[config.mk]
export PLATFORM = sky130hd
export DESIGN_NAME = adc_channel_scan_sequencer_top
export DESIGN_NICKNAME = d
export VERILOG_FILES = /design/src/hdl/acss_pkg.sv /design/src/hdl/adc_channel_scan_sequencer_top.sv
export SDC_FILE = /design/constraint.sdc
export NUM_CORES = 2
export LEC_CHECK = 0
export BUFFER_PORTS_ARGS = -buffer_cell sky130_fd_sc_hd__buf_2
export CAP_MARGIN = 10
export CORE_ASPECT_RATIO = 1.1
export CORE_MARGIN = 3
export CORE_UTILIZATION = 68
export CTS_CLUSTER_SIZE = 30
export DETAILED_ROUTE_END_ITERATION = 12
export GPL_ROUTABILITY_DRIVEN = 1
export PLACE_DENSITY_LB_ADDON = 0.08
export SYNTH_ARGS = -nofsm -noshare
export SYNTH_HDL_FRONTEND = slang
export SYNTH_SLANG_ARGS = --single-unit
[constraint.sdc]
create_clock -name aclk -period 6.85 [get_ports aclk]
set_input_delay 0.3425 -clock aclk [delete_from_list [all_inputs] [get_ports aclk]]
set_output_delay 0.3425 -clock aclk [all_outputs]
set_load 0.02 [all_outputs]
[src/hdl/acss_pkg.sv]
// Package for the ADC channel scan sequencer: payload structs, phase and
// command codes, register indexes and default sizes. No dependencies.
package acss_pkg;

    localparam int MAX_CHANNELS_DEF = 16;
    localparam int CODE_BITS_DEF    = 24;

    localparam int CH_W        = 4;
    localparam int PORT_CODE_W = 24;
    localparam int CNT_W       = 5;
    localparam int SETTLE_W    = 8;
    localparam int POLL_W      = 10;
    localparam int CFG_INDEX_W = 2;
    localparam int CFG_DATA_W  = 10;

    localparam logic [CNT_W-1:0]    CHANNEL_COUNT_RST = 5'd16;
    localparam logic [SETTLE_W-1:0] SETTLE_TICKS_RST  = 8'd8;
    localparam logic [POLL_W-1:0]   POLL_LIMIT_RST    = 10'd255;

    localparam logic [CFG_INDEX_W-1:0] CFG_CHANNEL_COUNT = 2'd0;
    localparam logic [CFG_INDEX_W-1:0] CFG_SETTLE_TICKS  = 2'd1;
    localparam logic [CFG_INDEX_W-1:0] CFG_POLL_LIMIT    = 2'd2;

    localparam logic [1:0] CMD_TICK     = 2'd0;
    localparam logic [1:0] CMD_ENTER_IR = 2'd1;
    localparam logic [1:0] CMD_TRIGGER  = 2'd2;
    localparam logic [1:0] CMD_RESTORE  = 2'd3;

    typedef enum logic [2:0] {
        PH_IDLE    = 3'd0,
        PH_OPEN    = 3'd1,
        PH_SETTLE  = 3'd2,
        PH_TRIGGER = 3'd3,
        PH_READ_I  = 3'd4,
        PH_READ_V  = 3'd5,
        PH_CLOSE   = 3'd6,
        PH_PARKED  = 3'd7
    } phase_t;

    typedef struct packed {
        logic [1:0]             command;
        logic [CH_W-1:0]        ir_channel;
        logic                   current_ready;
        logic                   voltage_ready;
        logic [PORT_CODE_W-1:0] adc_data;
    } in_item_t;

    typedef struct packed {
        logic [2:0]             phase;
        logic                   mux_open_strobe;
        logic [CH_W-1:0]        mux_address;
        logic                   convert_strobe;
        logic                   read_current_strobe;
        logic                   read_voltage_strobe;
        logic                   sample_new;
        logic [CH_W-1:0]        sample_channel;
        logic [PORT_CODE_W-1:0] current_code;
        logic [PORT_CODE_W-1:0] voltage_code;
        logic                   adc_reset_strobe;
        logic                   ir_parked;
    } out_item_t;

endpackage

[src/hdl/adc_channel_scan_sequencer_top.sv]
// ADC channel scan sequencer: the result of a transaction is registered and
// offered the cycle after it is accepted. Throughput one transaction per
// cycle; the output register accepts a new transaction while its current
// result is taken. aresetn is synchronous, active low: sequencer state,
// settings and the code stores clear at once, no sweep is needed.
module adc_channel_scan_sequencer_top
    import acss_pkg::*;
#(
    parameter int MAX_CHANNELS = MAX_CHANNELS_DEF,
    parameter int CODE_BITS    = CODE_BITS_DEF
) (
    input  logic                   aclk,
    input  logic                   aresetn,
    input  logic                   s_valid,
    output logic                   s_ready,
    input  in_item_t               s_data,
    output logic                   m_valid,
    input  logic                   m_ready,
    output out_item_t              m_data,
    input  logic                   cfg_valid,
    output logic                   cfg_ready,
    input  logic [CFG_INDEX_W-1:0] cfg_index,
    input  logic [CFG_DATA_W-1:0]  cfg_data
);

    localparam int IDX_W = (MAX_CHANNELS > 1) ? $clog2(MAX_CHANNELS) : 1;

    logic [CNT_W-1:0]    channel_count_reg;
    logic [SETTLE_W-1:0] settle_ticks_reg;
    logic [POLL_W-1:0]   poll_limit_reg;

    phase_t              phase_reg, phase_next;
    logic [CH_W-1:0]     scan_channel_reg, scan_channel_next;
    logic [CH_W-1:0]     saved_channel_reg, saved_channel_next;
    logic [CH_W-1:0]     park_channel_reg, park_channel_next;
    logic                ir_mode_reg, ir_mode_next;
    logic                ir_switched_reg, ir_switched_next;
    logic                park_ready_reg, park_ready_next;
    logic [SETTLE_W-1:0] settle_count_reg, settle_count_next;
    logic [POLL_W-1:0]   poll_count_reg, poll_count_next;

    logic [CODE_BITS-1:0] current_store_reg [MAX_CHANNELS];
    logic [CODE_BITS-1:0] voltage_store_reg [MAX_CHANNELS];

    logic      m_valid_reg;
    out_item_t m_data_reg, m_data_next;

    logic                 accept;
    logic                 s_open, s_conv, s_ri, s_rv, s_new, s_rst;
    logic [CODE_BITS-1:0] code;
    logic                 wr_in_range, rd_in_range;
    logic                 cur_wr_en, volt_wr_en;
    logic [IDX_W-1:0]     wr_idx, rd_idx;
    logic [CODE_BITS-1:0] cur_rd, volt_rd;
    logic [CNT_W-1:0]     chan_inc;

    assign s_ready   = !m_valid_reg || m_ready;
    assign accept    = s_valid && s_ready;
    assign cfg_ready = 1'b1;
    assign m_valid   = m_valid_reg;
    assign m_data    = m_data_reg;

    assign code     = CODE_BITS'(s_data.adc_data);
    assign chan_inc = {1'b0, scan_channel_reg} + CNT_W'(1);

    // Sequencer next state and strobes
    always_comb begin
        phase_next         = phase_reg;
        scan_channel_next  = scan_channel_reg;
        saved_channel_next = saved_channel_reg;
        park_channel_next  = park_channel_reg;
        ir_mode_next       = ir_mode_reg;
        ir_switched_next   = ir_switched_reg;
        park_ready_next    = park_ready_reg;
        settle_count_next  = settle_count_reg;
        poll_count_next    = poll_count_reg;
        s_open = 1'b0;
        s_conv = 1'b0;
        s_ri   = 1'b0;
        s_rv   = 1'b0;
        s_new  = 1'b0;
        s_rst  = 1'b0;
        unique case (s_data.command)
            CMD_ENTER_IR: begin
                saved_channel_next = scan_channel_reg;
                park_channel_next  = s_data.ir_channel;
                ir_mode_next       = 1'b1;
                park_ready_next    = 1'b0;
            end
            CMD_TRIGGER: begin
                phase_next = PH_TRIGGER;
            end
            CMD_RESTORE: begin
                scan_channel_next = saved_channel_reg;
                ir_mode_next      = 1'b0;
                phase_next        = PH_IDLE;
                ir_switched_next  = 1'b0;
            end
            default: begin
                unique case (phase_reg)
                    PH_IDLE: begin
                        phase_next        = PH_OPEN;
                        settle_count_next = '0;
                        scan_channel_next = '0;
                    end
                    PH_OPEN: begin
                        settle_count_next = '0;
                        phase_next        = PH_SETTLE;
                        if (ir_mode_reg) begin
                            ir_switched_next  = 1'b1;
                            scan_channel_next = park_channel_reg;
                        end
                        s_open = 1'b1;
                    end
                    PH_SETTLE: begin
                        settle_count_next = settle_count_reg + SETTLE_W'(1);
                        if (settle_count_next >= settle_ticks_reg) begin
                            phase_next = (ir_mode_reg && ir_switched_reg) ?
                                         PH_PARKED : PH_TRIGGER;
                            settle_count_next = '0;
                        end
                    end
                    PH_TRIGGER: begin
                        s_conv          = 1'b1;
                        poll_count_next = '0;
                        phase_next      = PH_READ_I;
                    end
                    PH_READ_I, PH_READ_V: begin
                        if (phase_reg == PH_READ_I && s_data.current_ready) begin
                            s_ri       = 1'b1;
                            phase_next = PH_READ_V;
                        end else if (phase_reg == PH_READ_V && s_data.voltage_ready) begin
                            s_rv       = 1'b1;
                            s_new      = (code != '0);
                            phase_next = PH_CLOSE;
                        end else begin
                            // Count the missed poll; give up past the limit
                            poll_count_next = poll_count_reg + POLL_W'(1);
                            if (poll_count_reg >= poll_limit_reg) begin
                                s_rst              = 1'b1;
                                phase_next         = PH_IDLE;
                                scan_channel_next  = '0;
                                saved_channel_next = '0;
                                ir_mode_next       = 1'b0;
                                ir_switched_next   = 1'b0;
                            end
                        end
                    end
                    PH_CLOSE: begin
                        if (!ir_mode_reg) begin
                            scan_channel_next = (chan_inc >= channel_count_reg) ?
                                                '0 : chan_inc[CH_W-1:0];
                            phase_next = PH_OPEN;
                        end else if (park_ready_reg) begin
                            phase_next = PH_PARKED;
                        end else begin
                            scan_channel_next = park_channel_reg;
                            phase_next        = PH_OPEN;
                        end
                    end
                    PH_PARKED: begin
                        park_ready_next = 1'b1;
                    end
                endcase
            end
        endcase
    end

    // Store write on the current channel, read on the channel after the step
    assign wr_in_range = (int'(scan_channel_reg) < MAX_CHANNELS);
    assign rd_in_range = (int'(scan_channel_next) < MAX_CHANNELS);
    assign wr_idx      = IDX_W'(scan_channel_reg);
    assign rd_idx      = IDX_W'(scan_channel_next);
    assign cur_wr_en   = s_ri && (code != '0) && wr_in_range;
    assign volt_wr_en  = s_rv && (code != '0) && wr_in_range;

    // Forward a code written in this step to the read of the same channel
    always_comb begin
        cur_rd  = '0;
        volt_rd = '0;
        if (rd_in_range) begin
            cur_rd  = (cur_wr_en && scan_channel_reg == scan_channel_next) ?
                      code : current_store_reg[rd_idx];
            volt_rd = (volt_wr_en && scan_channel_reg == scan_channel_next) ?
                      code : voltage_store_reg[rd_idx];
        end
    end

    always_comb begin
        m_data_next.phase               = phase_next;
        m_data_next.mux_open_strobe     = s_open;
        m_data_next.mux_address         = scan_channel_next;
        m_data_next.convert_strobe      = s_conv;
        m_data_next.read_current_strobe = s_ri;
        m_data_next.read_voltage_strobe = s_rv;
        m_data_next.sample_new          = s_new;
        m_data_next.sample_channel      = scan_channel_next;
        m_data_next.current_code        = PORT_CODE_W'(cur_rd);
        m_data_next.voltage_code        = PORT_CODE_W'(volt_rd);
        m_data_next.adc_reset_strobe    = s_rst;
        m_data_next.ir_parked           = park_ready_next;
    end

    always_ff @(posedge aclk) begin
        if (!aresetn) begin
            channel_count_reg <= CHANNEL_COUNT_RST;
            settle_ticks_reg  <= SETTLE_TICKS_RST;
            poll_limit_reg    <= POLL_LIMIT_RST;
        end else if (cfg_valid) begin
            unique case (cfg_index)
                CFG_CHANNEL_COUNT: channel_count_reg <= cfg_data[CNT_W-1:0];
                CFG_SETTLE_TICKS:  settle_ticks_reg  <= cfg_data[SETTLE_W-1:0];
                CFG_POLL_LIMIT:    poll_limit_reg    <= cfg_data[POLL_W-1:0];
                default: ;
            endcase
        end
    end

    always_ff @(posedge aclk) begin
        if (!aresetn) begin
            phase_reg         <= PH_IDLE;
            scan_channel_reg  <= '0;
            saved_channel_reg <= '0;
            park_channel_reg  <= '0;
            ir_mode_reg       <= 1'b0;
            ir_switched_reg   <= 1'b0;
            park_ready_reg    <= 1'b0;
            settle_count_reg  <= '0;
            poll_count_reg    <= '0;
        end else if (accept) begin
            phase_reg         <= phase_next;
            scan_channel_reg  <= scan_channel_next;
            saved_channel_reg <= saved_channel_next;
            park_channel_reg  <= park_channel_next;
            ir_mode_reg       <= ir_mode_next;
            ir_switched_reg   <= ir_switched_next;
            park_ready_reg    <= park_ready_next;
            settle_count_reg  <= settle_count_next;
            poll_count_reg    <= poll_count_next;
        end
    end

    always_ff @(posedge aclk) begin
        if (!aresetn) begin
            for (int i = 0; i < MAX_CHANNELS; i++) begin
                current_store_reg[i] <= '0;
                voltage_store_reg[i] <= '0;
            end
        end else if (accept) begin
            if (cur_wr_en) begin
                current_store_reg[wr_idx] <= code;
            end
            if (volt_wr_en) begin
                voltage_store_reg[wr_idx] <= code;
            end
        end
    end

    always_ff @(posedge aclk) begin
        if (!aresetn) begin
            m_valid_reg <= 1'b0;
        end else if (accept) begin
            m_valid_reg <= 1'b1;
        end else if (m_ready) begin
            m_valid_reg <= 1'b0;
        end
    end

    always_ff @(posedge aclk) begin
        if (accept) begin
            m_data_reg <= m_data_next;
        end
    end

endmodule

# == Word level (Yosys, flattened, before mapping) ==
# Memory sizes are Yosys's and may differ from the RTL's.
# Cells that the tools add are included.
# op_classes
n_mux,67
n_reduce_logical,39
order_cmp,3
bitwise,6
add_sub_neg,3
n_mul,0
eq_ne,23
shift,0
n_div,0
# op_table
cell,n
24-bit two-way mux,4
4-bit two-way mux,13
24-bit OR reduction,2
1-bit two-way mux,29
24-bit nonzero test,1
3-bit two-way mux,7
10-bit two-way mux,2
10-bit case mux with 2 select lines,1
3-bit case mux with 6 select lines,1
4-bit case mux with 2 select lines,2
4-bit case mux with 4 select lines,1
8-bit case mux with 2 select lines,1
"3-bit equality test, second input constant",4
"3-bit != test, second input constant",4
6-bit AND reduction,2
6-bit OR reduction,2
"10-bit by 1-bit adder with 10-bit output, second input constant",1
10-bit >= comparator,1
2-bit nonzero test,5
3-bit case mux with 3 select lines,1
3-bit nonzero test,3
"8-bit by 1-bit adder with 8-bit output, second input constant",1
8-bit >= comparator,1
1-bit logical AND,8
24 further kinds,44
# word_totals
reg_bits,122
ram_bits,768
latch_bits,0
n_memories,2
mem_bits_ro,0
word_cells,167
# memory_table
memory,words,width,read_ports,rd_clocked_by_memory_dff,wr,line_no,source
current_store_reg,16,24,1,0,16,adc_channel_scan_sequencer_top.sv:42,logic [CODE_BITS-1:0] current_store_reg [MAX_CHANNELS];
voltage_store_reg,16,24,1,0,16,adc_channel_scan_sequencer_top.sv:43,logic [CODE_BITS-1:0] voltage_store_reg [MAX_CHANNELS];

# == Depth between registers and ports, before layout ==
# logic_depth
depth_word,13
mapped_depth,19
mapped_depth_nobuf,13

# == Least setup slack after synthesis ==
# No wires, ideal clock.
# synth_timing
path_kind,reg-to-reg
startpoint,reg scan_channel_reg[0]
endpoint,"reg m_data_reg, in the netlist m_data[4], data pin"
path_stages_with_launch,19
setup_time_ns,0.266
setup_slack_ns,3.149
t_required_ns,6.584
arrival_ns,3.435
path_buffers,5
path_cell_list,dfxtp_1 ha_1 clkbuf_1 and3_1 clkbuf_1 clkbuf_1 ha_1 a211oi_2 nand3_1 a311oi_1 o21ba_2 a21oi_4 inv_2 buf_4 buf_2 mux2i_1 mux2i_1 a32oi_1 o21ai_1
# synth_between
elab_chain_len,9
elab_cells_between_ends,15
cone_classes,1 x add/sub; 1 x order compare; 1 x eq/ne; 10 x mux; 1 x reduce/logical; 1 x memory
# synth_lines
element,line_no,source
from (decl),adc_channel_scan_sequencer_top.sv:33,"logic [CH_W-1:0] scan_channel_reg, scan_channel_next;"
from (signal assigned),adc_channel_scan_sequencer_top.sv:232,scan_channel_reg <= scan_channel_next;
"parallel branches: the longest is 8 deep, another holds memory 16 x 24 bit",-,
24-bit two-way mux *,adc_channel_scan_sequencer_top.sv:184,volt_rd = (volt_wr_en && scan_channel_reg == scan_channel_next) ?
via volt_rd[2],adc_channel_scan_sequencer_top.sv:54,"logic [CODE_BITS-1:0] cur_rd, volt_rd;"
to (signal assigned),adc_channel_scan_sequencer_top.sv:271,m_data_reg <= m_data_next;
to (decl),adc_channel_scan_sequencer_top.sv:46,"out_item_t m_data_reg, m_data_next;"
# Mark *: on every way through the listed nets, which the timed path passes.
# A chain may end at the register's enable or synchronous reset.

# == Worst setup path after layout ==
# layout_timing
startpoint,reg scan_channel_reg[0]
endpoint,"reg m_data_reg, in the netlist m_data[24], data pin"
# The elaborated chain is that of the path after synthesis.

==> impl_results.md <==
- Tot GR Track Use: 0.360
- Register area share after synthesis: 0.626
- Starting DRT DRC Count: 3,633
- Maximum vdd drop: 0.229 mV
- Ports: 118
- Critical Path Most Common Cell: mux2i_1
- Tmin final: 5210 ps
- Synthesized area per cell: 12.2 um2
- Cell variety after synth: 76
- Drt drc: 0
- Synth Flop Type: edfxtp_1
- Worst-Margin Slew: 1220 ps
- Buffers added on ports: 116
- Slew Limit Headroom: 0.177
- DR vias/cell: 6.56
- WL final: 117,000 um
- CP Capture Type: register
- Setup CP Type: reg2reg
- Ordered cell list for the critical path: ha_1 -> and3_1 -> ha_1 -> a211oi_2 -> nand3_1 -> a311oi_1 -> o21ba_2 -> a21oi_4 -> inv_8 -> buf_12 -> mux2i_1 -> mux2i_1 -> mux2i_1 -> o311ai_1
- Max stage delay on crit path: 570 ps
- Commonest non-fill, non-tap cell in the layout: edfxtp_1
- Vias in the first global route: 28,800
- Number of synthesized flops with an enable pin: 830
- Total CTS buffers: 88
- Hold Crit Class: in2reg
- Gate Count Post-Synth: 3,426
- Ratio of cells with drive above 1 in the final layout: 0.105
- Final instance area: 0.0458 mm2
- Top post-synthesis cells by area: edfxtp_1, and2_1, mux2i_1
- Crit path required time: 7210 ps
- Htree depth: 3
- Die Area: 0.0644 mm2
- Detail Placement HPWL: 67,900 um
- LEAKAGE: 0.0178 uW
- Max clock buf depth: 3
- Final setup TNS: 0 ps
- Worst R2R Start: scan_channel_reg[0]$_SDFFE_PN0P_
- Pwr per Cell Area: 264 mW/mm2
- Layout Utilization: 0.758
- Syn. warnings: 0
- Clock slew at reported path FFs: 60 ps
- Final setup fails: 0
- Final Hold Viols: 0
- Crit path launch: scan_channel_reg[0]$_SDFFE_PN0P_
- Largest net degree at the start of global routing: 135
- Detail Route Antenna Nets: 0
- Max Cap Viol: 0
- Die height: 266 um
- Min-Delay Startpoint: m_ready
- Vias: 28,400
- Core footprint: 0.0603 mm2
- Layout Skew: 25.8 ps
- WL per Instance: 26.9 um
- CTS tree: yes
- Syn Nets: 3,509
- WP data arrival: 5570 ps
- Post-CTS Resized: 0
- Top-area cell type share of the netlist area: 0.597
- Initial core utilization: 0.692
- FF+latch count, synth: 890
- Fill cells: 3,859
- Asr flop ratio synth: 0
- Most frequent cells in the layout: edfxtp_1, and2_1, nand2_1, mux2i_1, a32oi_1
- Fmax: 0.192 GHz
- GRT overflow: 0
- GP Congestion: 0.961
- Footprint of the multi-input gates: 0.0142 mm2
- Fin. max-slew vios: 0
- Final Power: 12,100 uW
- Nets: 3,521
- Area growth syn-to-layout: 9.59%
- Drt pass-1 iters: 6
- First-pass GRT wire length: 174,000 um
- Register area: 0.0261 mm2
- Die X: 242 um
- Final period utilization: 0.761
- # rows: 94
- Initial antenna violation count: 8
- Status: completed
- Sink Count: 890
- Synth area leader: edfxtp_1
- Root Buffer: clkbuf_16
- Critical path launch point type: register
- Slowest-stage cell, CP: buf_12
- Synthesized area: 0.0418 mm2
- Unrepaired setup endpoints after global routing: false
- Worst Path Max Fanout: 134
- Worst-Skew Late Latency: 650 ps
- Cell Area, Placed: 0.0428 mm2
==> metal layers <==
layer,routed length (um),up-vias,global-route usage
li1,-,12300,-
met3,13700,303,0.0876
met1,43400,14000,0.477
met2,54500,1764,0.578
met4,4950,4,0.153
met5,24,-,0
==> synth_stat cells (all sizes together), types with 3 or more instances <==
master / count
a211oi: 4
a21o: 9
a21oi: 41
a221o: 3
a22oi: 6
a311oi: 5
a31oi: 4
a32oi: 184
and2: 726
and3: 83
buf: 107
clkbuf: 194
dfxtp: 60
edfxtp: 830
ha: 34
inv: 38
mux2i: 264
nand2: 436
nand2b: 40
nand3: 117
nand3b: 3
nand4: 6
nor2: 66
nor2b: 6
nor3: 8
nor4: 7
o211ai: 9
o21a: 3
o21ai: 71
o221ai: 3
o311ai: 3
o41ai: 3
or3: 3
xnor2: 6
xor2: 11
==> through the flow <==
stage	hold slack [ps]	std cells	worst slack, ps
2_1_floorplan	436	3426	3150
3_3_place_gp	453	4149	1930
3_5_place_dp	461	4149	1810
5_1_grt	80.1	4327	1370
6_report	27.3	4331	1640
4_1_cts	16.4	4327	1700
==> logic make-up (layout without fill, tap and decap cells) <==
family / Yosys count / in the layout / share of synthesized area
simple gates: 1514 / 1514 / 0.195
flops: 890 / 890 / 0.626
compound gates: 365 / 365 / 0.0664
buf+inv: 340 / 425 / 0.0359
mux: 265 / 265 / 0.0636
fa+ha+maj: 34 / 34 / 0.0102
xor+xnor: 17 / 17 / 0.00357
other cells: 1 / 5 / 0.0000898
==> power breakdown <==
part	switching, uW	total [uW]	internal [uW]
clock	2050	4740	2690
combinational	773	1080	312
sequential	93.0	6240	6150
total	2920	12100	9150
==> timing repair <==
item,CTS,global route
hold endpoints to repair,24,0
setup buffers,0,0
hold buffers,15,0
==> path summary, 6_finish.rpt <==
check	to	slack, ps	depth (start not counted)
worst min-delay path	m_valid$_SDFFE_PN0P_	30	3
worst max register to register	m_data[24]$_DFFE_PP_	1640	14
worst max-delay path	m_data[24]$_DFFE_PP_	1640	14
worst min register to register	settle_count_reg[7]$_SDFFE_PN0P_	470	2
==> critical path: cells and delay by family (launching register included) <==
| family | cells | cell delay (ps) |
|---|---|---|
| AOI/OAI and AO/OA | 5 | 1370 |
| adders and majority gates | 2 | 710 |
| buffers and inverters | 2 | 970 |
| DFF | 1 | 560 |
| muxes | 3 | 680 |
| and+or+nand+nor | 2 | 370 |
==> layout make-up <==
type,instances,area share
sequential,890,0.571
multi-input combinational,2196,0.310
clock buffer,112,0.0531
timing repair buffer,223,0.0316
tap,816,0.0223
clock inverter,51,0.00809
inverter,39,0.00355
antenna,4,0.000219
(Power assumes the default switching activity.)
